**config.mk**
```make
export PLATFORM = sky130hd
export DESIGN_NAME = auto_ranging_level_meter
export DESIGN_NICKNAME = d
export VERILOG_FILES = /design/src/hw/rtl/arlm_pkg.sv /design/src/hw/rtl/arlm_ctrl.sv /design/src/hw/rtl/arlm_dp.sv /design/src/hw/rtl/auto_ranging_level_meter.sv
export VERILOG_INCLUDE_DIRS = /design/src /design/src/hw/rtl
export SDC_FILE = /design/constraint.sdc
export NUM_CORES = 1
export LEC_CHECK = 0
export CELL_PAD_IN_SITES_DETAIL_PLACEMENT = 1
export CELL_PAD_IN_SITES_GLOBAL_PLACEMENT = 1
export CORE_ASPECT_RATIO = 0.9
export CORE_MARGIN = 3
export CORE_UTILIZATION = 54
export DETAILED_ROUTE_END_ITERATION = 6
export DONT_BUFFER_PORTS = 1
export PLACE_DENSITY = 0.86
export SYNTH_ARGS = -nofsm -noshare
export SYNTH_HDL_FRONTEND = slang
export SYNTH_SLANG_ARGS = --single-unit
export TNS_END_PERCENT = 10
```
**constraint.sdc**
```tcl
create_clock -name i_clk -period 9.23 [get_ports i_clk]
set_input_delay 0.923 -clock i_clk [delete_from_list [all_inputs] [get_ports i_clk]]
set_output_delay 0.923 -clock i_clk [all_outputs]
set_load 0.01 [all_outputs]
```
**src/hw/rtl/auto_ranging_level_meter_defines.svh**
```systemverilog
// ============================================================================
// Assertion macros for the level meter
// Shared concurrent-assertion wrappers; they compile to nothing in synthesis.
// ============================================================================
`ifndef AUTO_RANGING_LEVEL_METER_DEFINES_SVH
`define AUTO_RANGING_LEVEL_METER_DEFINES_SVH

`ifndef SYNTHESIS

// Same-cycle implication, checked on every rising edge outside reset.
`define ARLM_ASSERT_IMP(lbl, clk, rst_n, ante, cons, msg) \
    lbl: assert property (@(posedge clk) disable iff (!(rst_n)) (ante) |-> (cons)) \
        else $error(msg);

// Next-cycle implication, checked on every rising edge outside reset.
`define ARLM_ASSERT_NXT(lbl, clk, rst_n, ante, cons, msg) \
    lbl: assert property (@(posedge clk) disable iff (!(rst_n)) (ante) |=> (cons)) \
        else $error(msg);

`else

`define ARLM_ASSERT_IMP(lbl, clk, rst_n, ante, cons, msg)
`define ARLM_ASSERT_NXT(lbl, clk, rst_n, ante, cons, msg)

`endif

`endif

```
**src/hw/rtl/arlm_pkg.sv**
```systemverilog
// ============================================================================
// Level meter package
// Shared widths, reset values, register indexes, item layouts, controller
// states and the command and status bundles between controller and datapath.
// ============================================================================
package arlm_pkg;

    // Default geometry of the LED strip and the matrix display.
    localparam int LED_COUNT_DEF   = 300;
    localparam int MATRIX_ROWS_DEF = 8;

    // Fixed field widths.
    localparam int SAMPLE_W = 10;
    localparam int IDLE_H_W = 9;
    localparam int AMP_W    = 13;
    localparam int CEIL_W   = 13;
    localparam int BAR_W    = 9;
    localparam int PEAK_W   = 9;
    localparam int ROWS_W   = 4;
    localparam int HUE_W    = 8;

    // Configuration register widths.
    localparam int ZP_W   = 10;
    localparam int GAIN_W = 3;
    localparam int GATE_W = 8;
    localparam int MINC_W = 10;
    localparam int THR_W  = 10;

    // Configuration port.
    localparam int CFG_IDX_W  = 3;
    localparam int CFG_DATA_W = 10;

    localparam logic [CFG_IDX_W-1:0] CFG_ZERO_POINT  = 3'd0;
    localparam logic [CFG_IDX_W-1:0] CFG_GAIN        = 3'd1;
    localparam logic [CFG_IDX_W-1:0] CFG_NOISE_GATE  = 3'd2;
    localparam logic [CFG_IDX_W-1:0] CFG_MIN_CEILING = 3'd3;
    localparam logic [CFG_IDX_W-1:0] CFG_ACT_THRESH  = 3'd4;

    // Register reset values.
    localparam logic [ZP_W-1:0]   ZERO_POINT_RST = 10'd512;
    localparam logic [GAIN_W-1:0] GAIN_RST       = 3'd3;
    localparam logic [GATE_W-1:0] GATE_RST       = 8'd15;
    localparam logic [MINC_W-1:0] MIN_CEIL_RST   = 10'd120;
    localparam logic [THR_W-1:0]  THR_RST        = 10'd50;

    // Ceiling value after reset and in idle mode.
    localparam logic [CEIL_W-1:0] CEIL_IDLE = 13'd100;

    // Stream data widths.
    localparam int S_TDATA_W = 24;
    localparam int M_TDATA_W = 64;

    // Input item, last field in the lowest bits.
    typedef struct packed {
        logic [1:0]          pad;
        logic [IDLE_H_W-1:0] idle_height;
        logic                peak_tick;
        logic                ceiling_tick;
        logic                music_switch;
        logic [SAMPLE_W-1:0] sample;
    } t_s_item;

    // Result item, last field in the lowest bits.
    typedef struct packed {
        logic [6:0]        pad;
        logic              music_active;
        logic [HUE_W-1:0]  hue_base;
        logic [ROWS_W-1:0] matrix_rows;
        logic [PEAK_W-1:0] peak_pos;
        logic [BAR_W-1:0]  bar_height;
        logic [CEIL_W-1:0] ceiling;
        logic [AMP_W-1:0]  amplitude;
    } t_m_item;

    // Controller states.
    typedef enum logic [2:0] {
        ST_IDLE,
        ST_AMP,
        ST_CEIL,
        ST_DIV,
        ST_HGT,
        ST_PEAK,
        ST_OUT
    } t_state;

    // Commands from the controller to the datapath.
    typedef struct packed {
        logic load_in;
        logic amp_en;
        logic ceil_en;
        logic div_step;
        logic hgt_en;
        logic peak_en;
        logic out_load;
    } t_dp_cmd;

    // Status from the datapath to the controller.
    typedef struct packed {
        logic active;
    } t_dp_stat;

endpackage

```
**src/hw/rtl/arlm_ctrl.sv**
```systemverilog
// ============================================================================
// Level meter controller
// Sequences one item through amplitude, ceiling, division, height and peak
// steps (idle items skip from amplitude to peak) and owns the result valid flag.
// ============================================================================
`include "auto_ranging_level_meter_defines.svh"

module arlm_ctrl #(
    parameter int LED_COUNT = arlm_pkg::LED_COUNT_DEF
) (
    input  logic               i_clk,
    input  logic               i_rst_n,
    input  logic               i_s_valid,
    output logic               o_s_ready,
    output logic               o_m_valid,
    input  logic               i_m_ready,
    input  arlm_pkg::t_dp_stat i_stat,
    output arlm_pkg::t_dp_cmd  o_cmd
);
    import arlm_pkg::*;

    // Quotient bits produced by the divider, one per cycle.
    localparam int QW    = $clog2(2 * LED_COUNT + 1);
    localparam int CNT_W = $clog2(QW);

    t_state             r_state;
    t_state             n_state;
    logic [CNT_W-1:0]   r_cnt;
    logic [CNT_W-1:0]   n_cnt;
    logic               r_out_valid;
    logic               n_out_valid;
    t_dp_cmd            w_cmd;

    // State, step counter and result valid flag.
    always_ff @(posedge i_clk) begin
        if (!i_rst_n) begin
            r_state     <= ST_IDLE;
            r_cnt       <= '0;
            r_out_valid <= 1'b0;
        end else begin
            r_state     <= n_state;
            r_cnt       <= n_cnt;
            r_out_valid <= n_out_valid;
        end
    end

    // Next state and datapath commands.
    always_comb begin
        n_state = r_state;
        n_cnt   = r_cnt;
        w_cmd   = '0;
        case (r_state)
            ST_IDLE: begin
                if (i_s_valid) begin
                    w_cmd.load_in = 1'b1;
                    n_state       = ST_AMP;
                end
            end
            ST_AMP: begin
                w_cmd.amp_en = 1'b1;
                n_state      = i_stat.active ? ST_CEIL : ST_PEAK;
            end
            ST_CEIL: begin
                w_cmd.ceil_en = 1'b1;
                n_cnt         = CNT_W'(QW - 1);
                n_state       = ST_DIV;
            end
            ST_DIV: begin
                w_cmd.div_step = 1'b1;
                if (r_cnt == '0) begin
                    n_state = ST_HGT;
                end else begin
                    n_cnt = r_cnt - CNT_W'(1);
                end
            end
            ST_HGT: begin
                w_cmd.hgt_en = 1'b1;
                n_state      = ST_PEAK;
            end
            ST_PEAK: begin
                w_cmd.peak_en = 1'b1;
                n_state       = ST_OUT;
            end
            ST_OUT: begin
                if (!r_out_valid || i_m_ready) begin
                    w_cmd.out_load = 1'b1;
                    n_state        = ST_IDLE;
                end
            end
            default: begin
                n_state = ST_IDLE;
            end
        endcase
    end

    // The result register fills on a load and empties on a transfer.
    always_comb begin
        if (w_cmd.out_load) begin
            n_out_valid = 1'b1;
        end else if (r_out_valid && i_m_ready) begin
            n_out_valid = 1'b0;
        end else begin
            n_out_valid = r_out_valid;
        end
    end

    assign o_s_ready = (r_state == ST_IDLE);
    assign o_m_valid = r_out_valid;
    assign o_cmd     = w_cmd;

    // A waiting result is only replaced in the cycle it is taken.
    `ARLM_ASSERT_IMP(a_no_overwrite, i_clk, i_rst_n, w_cmd.out_load && r_out_valid, i_m_ready, "result overwritten before transfer")
    // The divider runs exactly its step count before the height update.
    `ARLM_ASSERT_NXT(a_div_end, i_clk, i_rst_n, (r_state == ST_DIV) && (r_cnt == '0), r_state == ST_HGT, "divider did not finish into height step")
    // An accepted item starts the amplitude step and blocks further input.
    `ARLM_ASSERT_NXT(a_accept_start, i_clk, i_rst_n, i_s_valid && o_s_ready, (r_state == ST_AMP) && !o_s_ready, "accepted item did not start processing")

endmodule

```
**src/hw/rtl/arlm_dp.sv**
```systemverilog
// ============================================================================
// Level meter datapath
// Configuration registers, meter state, amplitude and ceiling logic, a
// shift-subtract divider for bar scaling, smoothing, peak hold and the
// result register.
// ============================================================================
`include "auto_ranging_level_meter_defines.svh"

module arlm_dp #(
    parameter int LED_COUNT   = arlm_pkg::LED_COUNT_DEF,
    parameter int MATRIX_ROWS = arlm_pkg::MATRIX_ROWS_DEF
) (
    input  logic                            i_clk,
    input  logic                            i_rst_n,
    input  logic                            i_cfg_we,
    input  logic [arlm_pkg::CFG_IDX_W-1:0]  i_cfg_index,
    input  logic [arlm_pkg::CFG_DATA_W-1:0] i_cfg_data,
    input  arlm_pkg::t_s_item               i_s_item,
    input  arlm_pkg::t_dp_cmd               i_cmd,
    output arlm_pkg::t_dp_stat              o_stat,
    output arlm_pkg::t_m_item               o_m_item
);
    import arlm_pkg::*;

    localparam int HW = $clog2(LED_COUNT + 1);
    localparam int QW = $clog2(2 * LED_COUNT + 1);
    localparam int PW = CEIL_W + HW;
    localparam int RW = $clog2(MATRIX_ROWS + 1);
    localparam int MW = HW + RW;
    localparam int CW = ((HW > IDLE_H_W) ? HW : IDLE_H_W) + 1;
    localparam int SW = HW + 4;

    localparam logic [HW-1:0] LED_N   = HW'(LED_COUNT);
    localparam logic [HW-1:0] LED_TOP = HW'(LED_COUNT - 1);

    // Configuration registers.
    logic [ZP_W-1:0]     r_zero_point;
    logic [GAIN_W-1:0]   r_gain;
    logic [GATE_W-1:0]   r_gate;
    logic [MINC_W-1:0]   r_min_ceil;
    logic [THR_W-1:0]    r_thr;

    // Captured input item.
    logic [SAMPLE_W-1:0] r_sample;
    logic                r_music;
    logic                r_ctick;
    logic                r_ptick;
    logic [IDLE_H_W-1:0] r_idle_h;

    // Meter state.
    logic [HW-1:0]       r_height;
    logic [HW-1:0]       r_peak;
    logic [CEIL_W-1:0]   r_ceil;
    logic [HUE_W-1:0]    r_hue;

    // Working registers.
    logic [AMP_W-1:0]    r_amp;
    logic                r_active;
    logic [PW-1:0]       r_rem;
    logic [PW-1:0]       r_dsh;
    logic [QW-1:0]       r_quo;
    logic [RW-1:0]       r_rows;
    t_m_item             r_out;

    logic                w_active;
    logic [SAMPLE_W-1:0] w_dev;
    logic [AMP_W-1:0]    w_prod;
    logic [AMP_W-1:0]    w_amp;
    logic [HW-1:0]       w_idle_h;
    logic [CEIL_W-1:0]   w_ceil_max;
    logic [CEIL_W-1:0]   n_ceil;
    logic [PW-1:0]       w_num;
    logic                w_ge;
    logic [HW-1:0]       w_target;
    logic [SW-1:0]       w_sum;
    logic [HW-1:0]       n_height;
    logic [HW-1:0]       w_peak_up;
    logic [HW-1:0]       n_peak;
    logic [RW-1:0]       n_rows;

    // Register writes.
    always_ff @(posedge i_clk) begin
        if (!i_rst_n) begin
            r_zero_point <= ZERO_POINT_RST;
            r_gain       <= GAIN_RST;
            r_gate       <= GATE_RST;
            r_min_ceil   <= MIN_CEIL_RST;
            r_thr        <= THR_RST;
        end else if (i_cfg_we) begin
            case (i_cfg_index)
                CFG_ZERO_POINT:  r_zero_point <= i_cfg_data[ZP_W-1:0];
                CFG_GAIN:        r_gain       <= i_cfg_data[GAIN_W-1:0];
                CFG_NOISE_GATE:  r_gate       <= i_cfg_data[GATE_W-1:0];
                CFG_MIN_CEILING: r_min_ceil   <= i_cfg_data[MINC_W-1:0];
                CFG_ACT_THRESH:  r_thr        <= i_cfg_data[THR_W-1:0];
                default: ;
            endcase
        end
    end

    // Input capture on acceptance.
    always_ff @(posedge i_clk) begin
        if (i_cmd.load_in) begin
            r_sample <= i_s_item.sample;
            r_music  <= i_s_item.music_switch;
            r_ctick  <= i_s_item.ceiling_tick;
            r_ptick  <= i_s_item.peak_tick;
            r_idle_h <= i_s_item.idle_height;
        end
    end

    // Music branch is taken only for a sample above the threshold.
    assign w_active      = r_music && (r_sample > r_thr);
    assign o_stat.active = w_active;

    // Gained absolute deviation with noise gate.
    assign w_dev  = (r_sample >= r_zero_point) ? (r_sample - r_zero_point)
                                               : (r_zero_point - r_sample);
    assign w_prod = AMP_W'(w_dev) * AMP_W'(r_gain);
    assign w_amp  = (w_prod < AMP_W'(r_gate)) ? '0 : w_prod;

    // Idle height limited to the last LED.
    assign w_idle_h = (CW'(r_idle_h) > CW'(LED_COUNT - 1)) ? LED_TOP : HW'(r_idle_h);

    // Ceiling follows louder amplitudes and decays one step per tick.
    assign w_ceil_max = (r_amp > r_ceil) ? r_amp : r_ceil;
    assign n_ceil     = (r_ctick && (w_ceil_max > CEIL_W'(r_min_ceil)))
                        ? (w_ceil_max - CEIL_W'(1)) : w_ceil_max;

    // Dividend for the bar scaling.
    assign w_num = PW'(r_amp) * PW'(LED_N);

    // One quotient bit per divider step.
    assign w_ge = (r_rem >= r_dsh);

    // Bar target saturates at the strip length; a zero ceiling gives zero.
    assign w_target = (r_ceil == '0) ? '0
                    : (r_quo > QW'(LED_COUNT)) ? LED_N : HW'(r_quo);

    // Rise at once, fall as (15h + t) / 16.
    assign w_sum    = (SW'(r_height) << 4) - SW'(r_height) + SW'(w_target);
    assign n_height = (w_target > r_height) ? w_target : HW'(w_sum >> 4);

    // Peak follows the bar up and falls one LED per tick.
    always_comb begin
        if (r_height > r_peak) begin
            w_peak_up = r_height;
        end else if (r_ptick && (r_peak != '0)) begin
            w_peak_up = r_peak - HW'(1);
        end else begin
            w_peak_up = r_peak;
        end
    end
    assign n_peak = (w_peak_up > LED_TOP) ? LED_TOP : w_peak_up;

    // Matrix rows: the highest row count whose threshold the bar reaches.
    always_comb begin
        n_rows = '0;
        for (int k = 1; k <= MATRIX_ROWS; k++) begin
            if (MW'(r_height) * MW'(MATRIX_ROWS) >= MW'(k * LED_COUNT)) begin
                n_rows = RW'(k);
            end
        end
    end

    // Meter state updates.
    always_ff @(posedge i_clk) begin
        if (!i_rst_n) begin
            r_height <= '0;
            r_peak   <= '0;
            r_ceil   <= CEIL_IDLE;
            r_hue    <= '0;
        end else begin
            if (i_cmd.amp_en && !w_active) begin
                r_height <= w_idle_h;
                r_peak   <= w_idle_h;
                r_ceil   <= CEIL_IDLE;
            end
            if (i_cmd.ceil_en) begin
                r_ceil <= n_ceil;
            end
            if (i_cmd.hgt_en) begin
                r_height <= n_height;
                r_hue    <= r_hue + HUE_W'(1);
            end
            if (i_cmd.peak_en && r_active) begin
                r_peak <= n_peak;
            end
        end
    end

    // Amplitude, divider and row count working registers.
    always_ff @(posedge i_clk) begin
        if (i_cmd.amp_en) begin
            r_amp    <= w_active ? w_amp : '0;
            r_active <= w_active;
        end
        if (i_cmd.ceil_en) begin
            r_rem <= w_num;
            r_dsh <= PW'(n_ceil) << (QW - 1);
            r_quo <= '0;
        end else if (i_cmd.div_step) begin
            r_rem <= w_ge ? (r_rem - r_dsh) : r_rem;
            r_dsh <= r_dsh >> 1;
            r_quo <= {r_quo[QW-2:0], w_ge};
        end
        if (i_cmd.peak_en) begin
            r_rows <= n_rows;
        end
    end

    // Result register.
    always_ff @(posedge i_clk) begin
        if (i_cmd.out_load) begin
            r_out.pad          <= '0;
            r_out.music_active <= r_active;
            r_out.hue_base     <= r_hue;
            r_out.matrix_rows  <= ROWS_W'(r_rows);
            r_out.peak_pos     <= PEAK_W'(r_peak);
            r_out.bar_height   <= BAR_W'(r_height);
            r_out.ceiling      <= r_ceil;
            r_out.amplitude    <= r_amp;
        end
    end

    assign o_m_item = r_out;

    // The peak dot never leaves the strip.
    `ARLM_ASSERT_IMP(a_peak_range, i_clk, i_rst_n, 1'b1, r_peak <= LED_TOP, "peak beyond last LED")
    // The bar never exceeds the strip length.
    `ARLM_ASSERT_IMP(a_height_range, i_clk, i_rst_n, 1'b1, r_height <= LED_N, "bar beyond strip length")
    // Idle mode returns the ceiling to its resting value.
    `ARLM_ASSERT_NXT(a_idle_ceiling, i_clk, i_rst_n, i_cmd.amp_en && !w_active, r_ceil == CEIL_IDLE, "idle did not restore ceiling")

endmodule

```
**src/hw/rtl/auto_ranging_level_meter.sv**
```systemverilog
// ============================================================================
// Auto-ranging level meter
// Level meter with self-adjusting ceiling, smoothed bar and peak hold.
// ============================================================================
// Usage:
// - Input stream (s_axis_*): one audio sample per transfer with the mode
//   switch, the two decay ticks and the idle height. A transfer completes
//   when tvalid and tready are both high at a rising clock edge.
// - Output stream (m_axis_*): one result per input, in order.
// - Configuration: i_cfg_we writes i_cfg_data into register i_cfg_index
//   (0 zero point, 1 gain, 2 noise gate, 3 minimum ceiling, 4 activity
//   threshold). Write only while no item is in flight.
// - Timing: an item in music mode runs from acceptance to a valid result
//   through the amplitude, ceiling, division, height, peak and output steps;
//   the shift-subtract divider that scales the amplitude to the bar yields one
//   quotient bit per cycle. An idle item skips the ceiling, division and height
//   steps. The next item is accepted in the cycle after the previous result is
//   loaded, so no new item is taken while one is being computed.
// - Stalls: the result register holds one result while the receiver is not
//   ready; a following item is still accepted and computed, and waits in its
//   last step until the register is free.
// - Reset (synchronous, active low): registers return to their defaults,
//   ceiling 100, bar, peak and hue zero, no result pending.
// ============================================================================
module auto_ranging_level_meter #(
    parameter int LED_COUNT   = arlm_pkg::LED_COUNT_DEF,
    parameter int MATRIX_ROWS = arlm_pkg::MATRIX_ROWS_DEF
) (
    input  logic                            i_clk,
    input  logic                            i_rst_n,
    // Input stream.
    input  logic                            s_axis_tvalid,
    output logic                            s_axis_tready,
    // sample[9:0], music_switch[10], ceiling_tick[11], peak_tick[12],
    // idle_height[21:13], zero[23:22]
    input  logic [arlm_pkg::S_TDATA_W-1:0]  s_axis_tdata,
    // Output stream.
    output logic                            m_axis_tvalid,
    input  logic                            m_axis_tready,
    // amplitude[12:0], ceiling[25:13], bar_height[34:26], peak_pos[43:35],
    // matrix_rows[47:44], hue_base[55:48], music_active[56], zero[63:57]
    output logic [arlm_pkg::M_TDATA_W-1:0]  m_axis_tdata,
    // Configuration write port.
    input  logic                            i_cfg_we,
    input  logic [arlm_pkg::CFG_IDX_W-1:0]  i_cfg_index,
    input  logic [arlm_pkg::CFG_DATA_W-1:0] i_cfg_data
);
    import arlm_pkg::*;

    t_dp_cmd  w_cmd;
    t_dp_stat w_stat;
    t_s_item  w_s_item;
    t_m_item  w_m_item;

    assign w_s_item     = s_axis_tdata;
    assign m_axis_tdata = w_m_item;

    // Sequencer.
    arlm_ctrl #(
        .LED_COUNT (LED_COUNT)
    ) u_ctrl (
        .i_clk     (i_clk),
        .i_rst_n   (i_rst_n),
        .i_s_valid (s_axis_tvalid),
        .o_s_ready (s_axis_tready),
        .o_m_valid (m_axis_tvalid),
        .i_m_ready (m_axis_tready),
        .i_stat    (w_stat),
        .o_cmd     (w_cmd)
    );

    // Arithmetic and state.
    arlm_dp #(
        .LED_COUNT   (LED_COUNT),
        .MATRIX_ROWS (MATRIX_ROWS)
    ) u_dp (
        .i_clk       (i_clk),
        .i_rst_n     (i_rst_n),
        .i_cfg_we    (i_cfg_we),
        .i_cfg_index (i_cfg_index),
        .i_cfg_data  (i_cfg_data),
        .i_s_item    (w_s_item),
        .i_cmd       (w_cmd),
        .o_stat      (w_stat),
        .o_m_item    (w_m_item)
    );

endmodule
```
==> impl_metrics.sql <==
INSERT INTO impl_metrics (metric_group, metric, value, unit) VALUES
('synth', 'number_of_synthesized_flops_with_an_enable_pin', '130', ''),
('critical_path', 'worstPathRequired', '9.52', 'ns'),
('floorplan', 'rows', '59', ''),
('place', 'numPortBuffers', '0', ''),
('clocking', 'ctsResizeCount', '0', ''),
('critical_path', 'critical_path.startpoint_type', 'register', ''),
('finish', 'antennaDiodeCount', '0', ''),
('critical_path', 'timing_worst_setup_path_type', 'register to register', ''),
('synth', 'syn-mean-instance-area', '9.23', 'µm²'),
('clocking', 'clock-root-buffer', 'sky130_fd_sc_hd__clkbuf_16', ''),
('critical_path', 'timing.critical_path.arrival', '6.34', 'ns'),
('run', 'cap_viol_max_count', '0', ''),
('detailed_routing', 'drt_first_iter_violations', '956', ''),
('floorplan', 'floorplan.initialDensity', '55.7', '%'),
('global_route', 'global_route.overflow_total', '0', ''),
('sta', 'slew_headroom', '16.5', '%'),
('global_route', 'groute.usage.overall', '29.5', '%'),
('floorplan', 'die-width', '190', 'µm'),
('clocking', 'worst_skew_pair.late_latency', '0.56', 'ns'),
('outcome', 'outcome', 'finished, final reports clean', ''),
('floorplan', 'overall_die_height', '171', 'µm'),
('sta', 'maxClockFrequency', '166', 'MHz'),
('detailed_routing', 'sum_of_routed_wire_length_over_all_layers', '47900', 'µm'),
('global_route', 'grt_start_max_net_pins', '58', ''),
('finish', 'nNetsFinal', '2021', ''),
('synth', 'yosys.cell_types.count', '87', ''),
('finish', 'drive_gt1_share', '5.01', '%'),
('critical_path', 'r2r_slack', '3.19', 'ns'),
('sta', 'period_needed', '6.04', 'ns'),
('synth', 'top_area_cells_in_the_synthesized_netlist', 'sky130_fd_sc_hd__edfxtp_1 (24%), sky130_fd_sc_hd__ha_1 (14%), sky130_fd_sc_hd__dfxtp_1 (13%)', ''),
('clocking', 'h-tree-depth', '1', ''),
('detailed_routing', 'viasPerCell', '6.19', ''),
('sta', 'worst_slew_pin_slew', '1.25', 'ns'),
('detailed_routing', 'routed_wire_length_per_instance', '22.1', 'µm'),
('sta', 'post-route-period-util', '65.5', '%'),
('synth', 'seq_area_frac_synth', '37.2', '%'),
('sta', 'rsz0062_at_grt', 'false', ''),
('global_route', 'wire_length_of_the_first_global_routing_pass', '76500', 'µm'),
('synth', 'synthMostInstantiatedCell', 'sky130_fd_sc_hd__nand2_1', ''),
('sta', 'worst_clock_skew', '0.0115', 'ns'),
('clocking', 'cts_buffers', '27', ''),
('synth', 'syn-instance-count', '1773', ''),
('global_route', 'via_count_of_the_first_global_routing_pass', '14200', ''),
('detailed_routing', 'antenna_left', '0', ''),
('clocking', 'worst_setup_hold_path_clk_slew', '0.06', 'ns'),
('clocking', 'tritoncts', 'yes', ''),
('critical_path', 'critical_path.startpoint', 'u_dp.r_sample[0]$_DFFE_PP_', ''),
('place', 'place_hpwl', '35100', 'µm'),
('synth', 'synth_ff_type', 'sky130_fd_sc_hd__edfxtp_1', ''),
('floorplan', 'boundaryPins', '108', ''),
('global_route', 'grt_antenna_before_repair', '0', ''),
('pwr', 'powerDensity', '366', 'nW/µm²'),
('finish', 'flow.area_growth_from_synthesis', '7.79', '%'),
('finish', 'nFillCells', '3432', ''),
('sta', 'timing_hold_violations_final', '0', ''),
('detailed_routing', 'route.detailed.drc', '0', ''),
('synth', 'synth_top_area_share', '23.9', '%'),
('synth', 'yosys_warnings', '0', ''),
('pwr', 'static_leakage', '7.45', 'nW'),
('place', 'place_congestion', '0.952', ''),
('detailed_routing', 'dr.pass1.iters', '7', ''),
('synth', 'mappedNetlistArea', '16400', 'µm²'),
('synth', 'synthDominantAreaCellType', 'sky130_fd_sc_hd__edfxtp_1', ''),
('clocking', 'tritoncts_num_sinks', '239', ''),
('synth', 'commonest_cells_post_synth', 'sky130_fd_sc_hd__nand2_1 (212), sky130_fd_sc_hd__inv_1 (211), sky130_fd_sc_hd__ha_1 (189), sky130_fd_sc_hd__edfxtp_1 (130), sky130_fd_sc_hd__a21oi_1 (111)', ''),
('sta', 'drv_slew', '0', ''),
('synth', 'synth.ff_latch_count', '239', ''),
('floorplan', 'fp.coreArea', '29400', 'µm²'),
('critical_path', 'r2r-start', 'u_dp.r_sample[0]$_DFFE_PP_', ''),
('critical_path', 'worst-path-max-fanout', '13', ''),
('clocking', 'cts_setup_buffers', '0', '');
[path summary, 6_finish.rpt]
check | endpoint | depth (start not counted)
worst max-delay path | u_dp.r_amp[7]$_SDFFCE_PP0N_ | 26
worst min-delay path | u_dp.o_m_item[44]$_DFFE_PP_ | 0
worst max register to register | u_dp.r_amp[7]$_SDFFCE_PP0N_ | 26
worst min register to register | u_dp.o_m_item[44]$_DFFE_PP_ | 0
[where the power goes]
part / internal, W / leakage, nW / switching [W]
registers: 0.00130 / 2.10 / 0.000207
logic: 0.00146 / 4.91 / 0.00236
clock network: 0.000667 / 0.445 / 0.000481
[final cells by class]
cell class / count / area [µm²] / share of cell area [%]
flip-flops and latches: 239 / 6090 / 34.5
repair buffers: 9 / 67.6 / 0.383
inverters: 214 / 803 / 4.55
multi-input cells: 1264 / 9240 / 52.4
clock buffers: 31 / 701 / 3.97
well taps: 396 / 495 / 2.81
clock inverters: 19 / 244 / 1.38
[kinds of logic (layout without fill, tap and decap cells)]
family	after synthesis	in the layout	synth area share (%)
AOI/OAI and AO/OA	426	426	17.1
xor gates and xnor gates	79	79	4.23
DFF	239	239	37.2
buffers and inverters	276	273	6.56
muxes	25	25	1.59
adders and majority gates	224	224	18.7
other	1	7	0.0229
and+or+nand+nor	503	503	14.6
[per-layer routing]
layer / vias to the layer above / part of all wire, % / global-route usage (%)
met2: 446 / 47 / 50.7
li1: 6211 / - / -
met4: 0 / 3.6 / 9.96
met3: 117 / 6.6 / 3.85
met5: - / 0 / 0
met1: 6670 / 42 / 38.9
[worst max-delay path: stages, from the launching register on]
cell	delay (ns)
sky130_fd_sc_hd__edfxtp_1	0.39
sky130_fd_sc_hd__inv_1	0.10
sky130_fd_sc_hd__ha_1	0.15
sky130_fd_sc_hd__inv_1	0.05
sky130_fd_sc_hd__fa_1	0.40
sky130_fd_sc_hd__nand3_1	0.12
sky130_fd_sc_hd__a31oi_1	0.13
sky130_fd_sc_hd__o31ai_2	0.26
sky130_fd_sc_hd__a31oi_1	0.14
sky130_fd_sc_hd__buf_4	0.22
sky130_fd_sc_hd__mux2i_1	0.14
sky130_fd_sc_hd__xnor2_1	0.24
sky130_fd_sc_hd__nand2_1	0.11
sky130_fd_sc_hd__fa_1	0.60
sky130_fd_sc_hd__inv_1	0.07
sky130_fd_sc_hd__ha_1	0.29
sky130_fd_sc_hd__a21o_1	0.16
sky130_fd_sc_hd__a21oi_1	0.21
sky130_fd_sc_hd__o21ai_0	0.15
sky130_fd_sc_hd__a21oi_1	0.21
sky130_fd_sc_hd__xnor2_1	0.20
sky130_fd_sc_hd__ha_1	0.30
sky130_fd_sc_hd__nor2b_1	0.13
sky130_fd_sc_hd__a2111oi_0	0.38
sky130_fd_sc_hd__o2111ai_1	0.19
sky130_fd_sc_hd__o21ai_2	0.30
sky130_fd_sc_hd__nor2b_1	0.11
[cells in the final DEF (no fill, tap or decap), types with 9 or more instances in the layout]
cell type / count
sky130_fd_sc_hd__nand2_1: 212
sky130_fd_sc_hd__inv_1: 211
sky130_fd_sc_hd__ha_1: 189
sky130_fd_sc_hd__edfxtp_1: 130
sky130_fd_sc_hd__a21oi_1: 111
sky130_fd_sc_hd__dfxtp_1: 109
sky130_fd_sc_hd__o21ai_0: 91
sky130_fd_sc_hd__nor2_1: 88
sky130_fd_sc_hd__nand3_1: 42
sky130_fd_sc_hd__xor2_1: 40
sky130_fd_sc_hd__xnor2_1: 39
sky130_fd_sc_hd__fa_1: 35
sky130_fd_sc_hd__nor2b_1: 28
sky130_fd_sc_hd__clkbuf_16: 27
sky130_fd_sc_hd__a21o_1: 25
sky130_fd_sc_hd__o211ai_1: 25
sky130_fd_sc_hd__o22ai_1: 23
sky130_fd_sc_hd__nand2b_1: 20
sky130_fd_sc_hd__mux2i_1: 20
sky130_fd_sc_hd__a31oi_1: 20
sky130_fd_sc_hd__nor3_1: 20
sky130_fd_sc_hd__a22o_1: 19
sky130_fd_sc_hd__nand4_1: 18
sky130_fd_sc_hd__and3_1: 16
sky130_fd_sc_hd__o21a_1: 15
sky130_fd_sc_hd__and2_1: 12
sky130_fd_sc_hd__or3_1: 11
sky130_fd_sc_hd__a211oi_1: 11
sky130_fd_sc_hd__buf_4: 9
[flip-flops by register name (all words and copies together) (netlist names), 4 cells and up]
name	flops
u_dp.r_dsh	22
u_dp.r_idle_h	9
u_dp.r_sample	10
u_dp.r_min_ceil	10
u_ctrl.r_cnt	4
u_dp.o_m_item	57
u_dp.r_quo	10
u_dp.r_height	9
u_dp.r_ceil	13
u_dp.r_amp	13
u_dp.r_peak	9
u_dp.r_hue	8
u_dp.r_thr	10
u_dp.r_gate	8
u_dp.r_zero_point	10
u_dp.r_rows	4
u_dp.r_rem	22
[stage by stage]
step	hold slack (ns)	setup WS, ns	utilization (%)	cell area, µm²	std cells
floorplan	0.400	3.82	-	16400	1779
global placement	0.403	3.44	56.8	16700	2122
detailed placement	0.405	3.28	56.8	16700	2122
CTS	0.413	3.20	60.0	17600	2172
global route	0.428	2.65	60.0	17600	2172
finish	0.419	3.19	60.0	17600	2172
(Power assumes the default switching activity.)
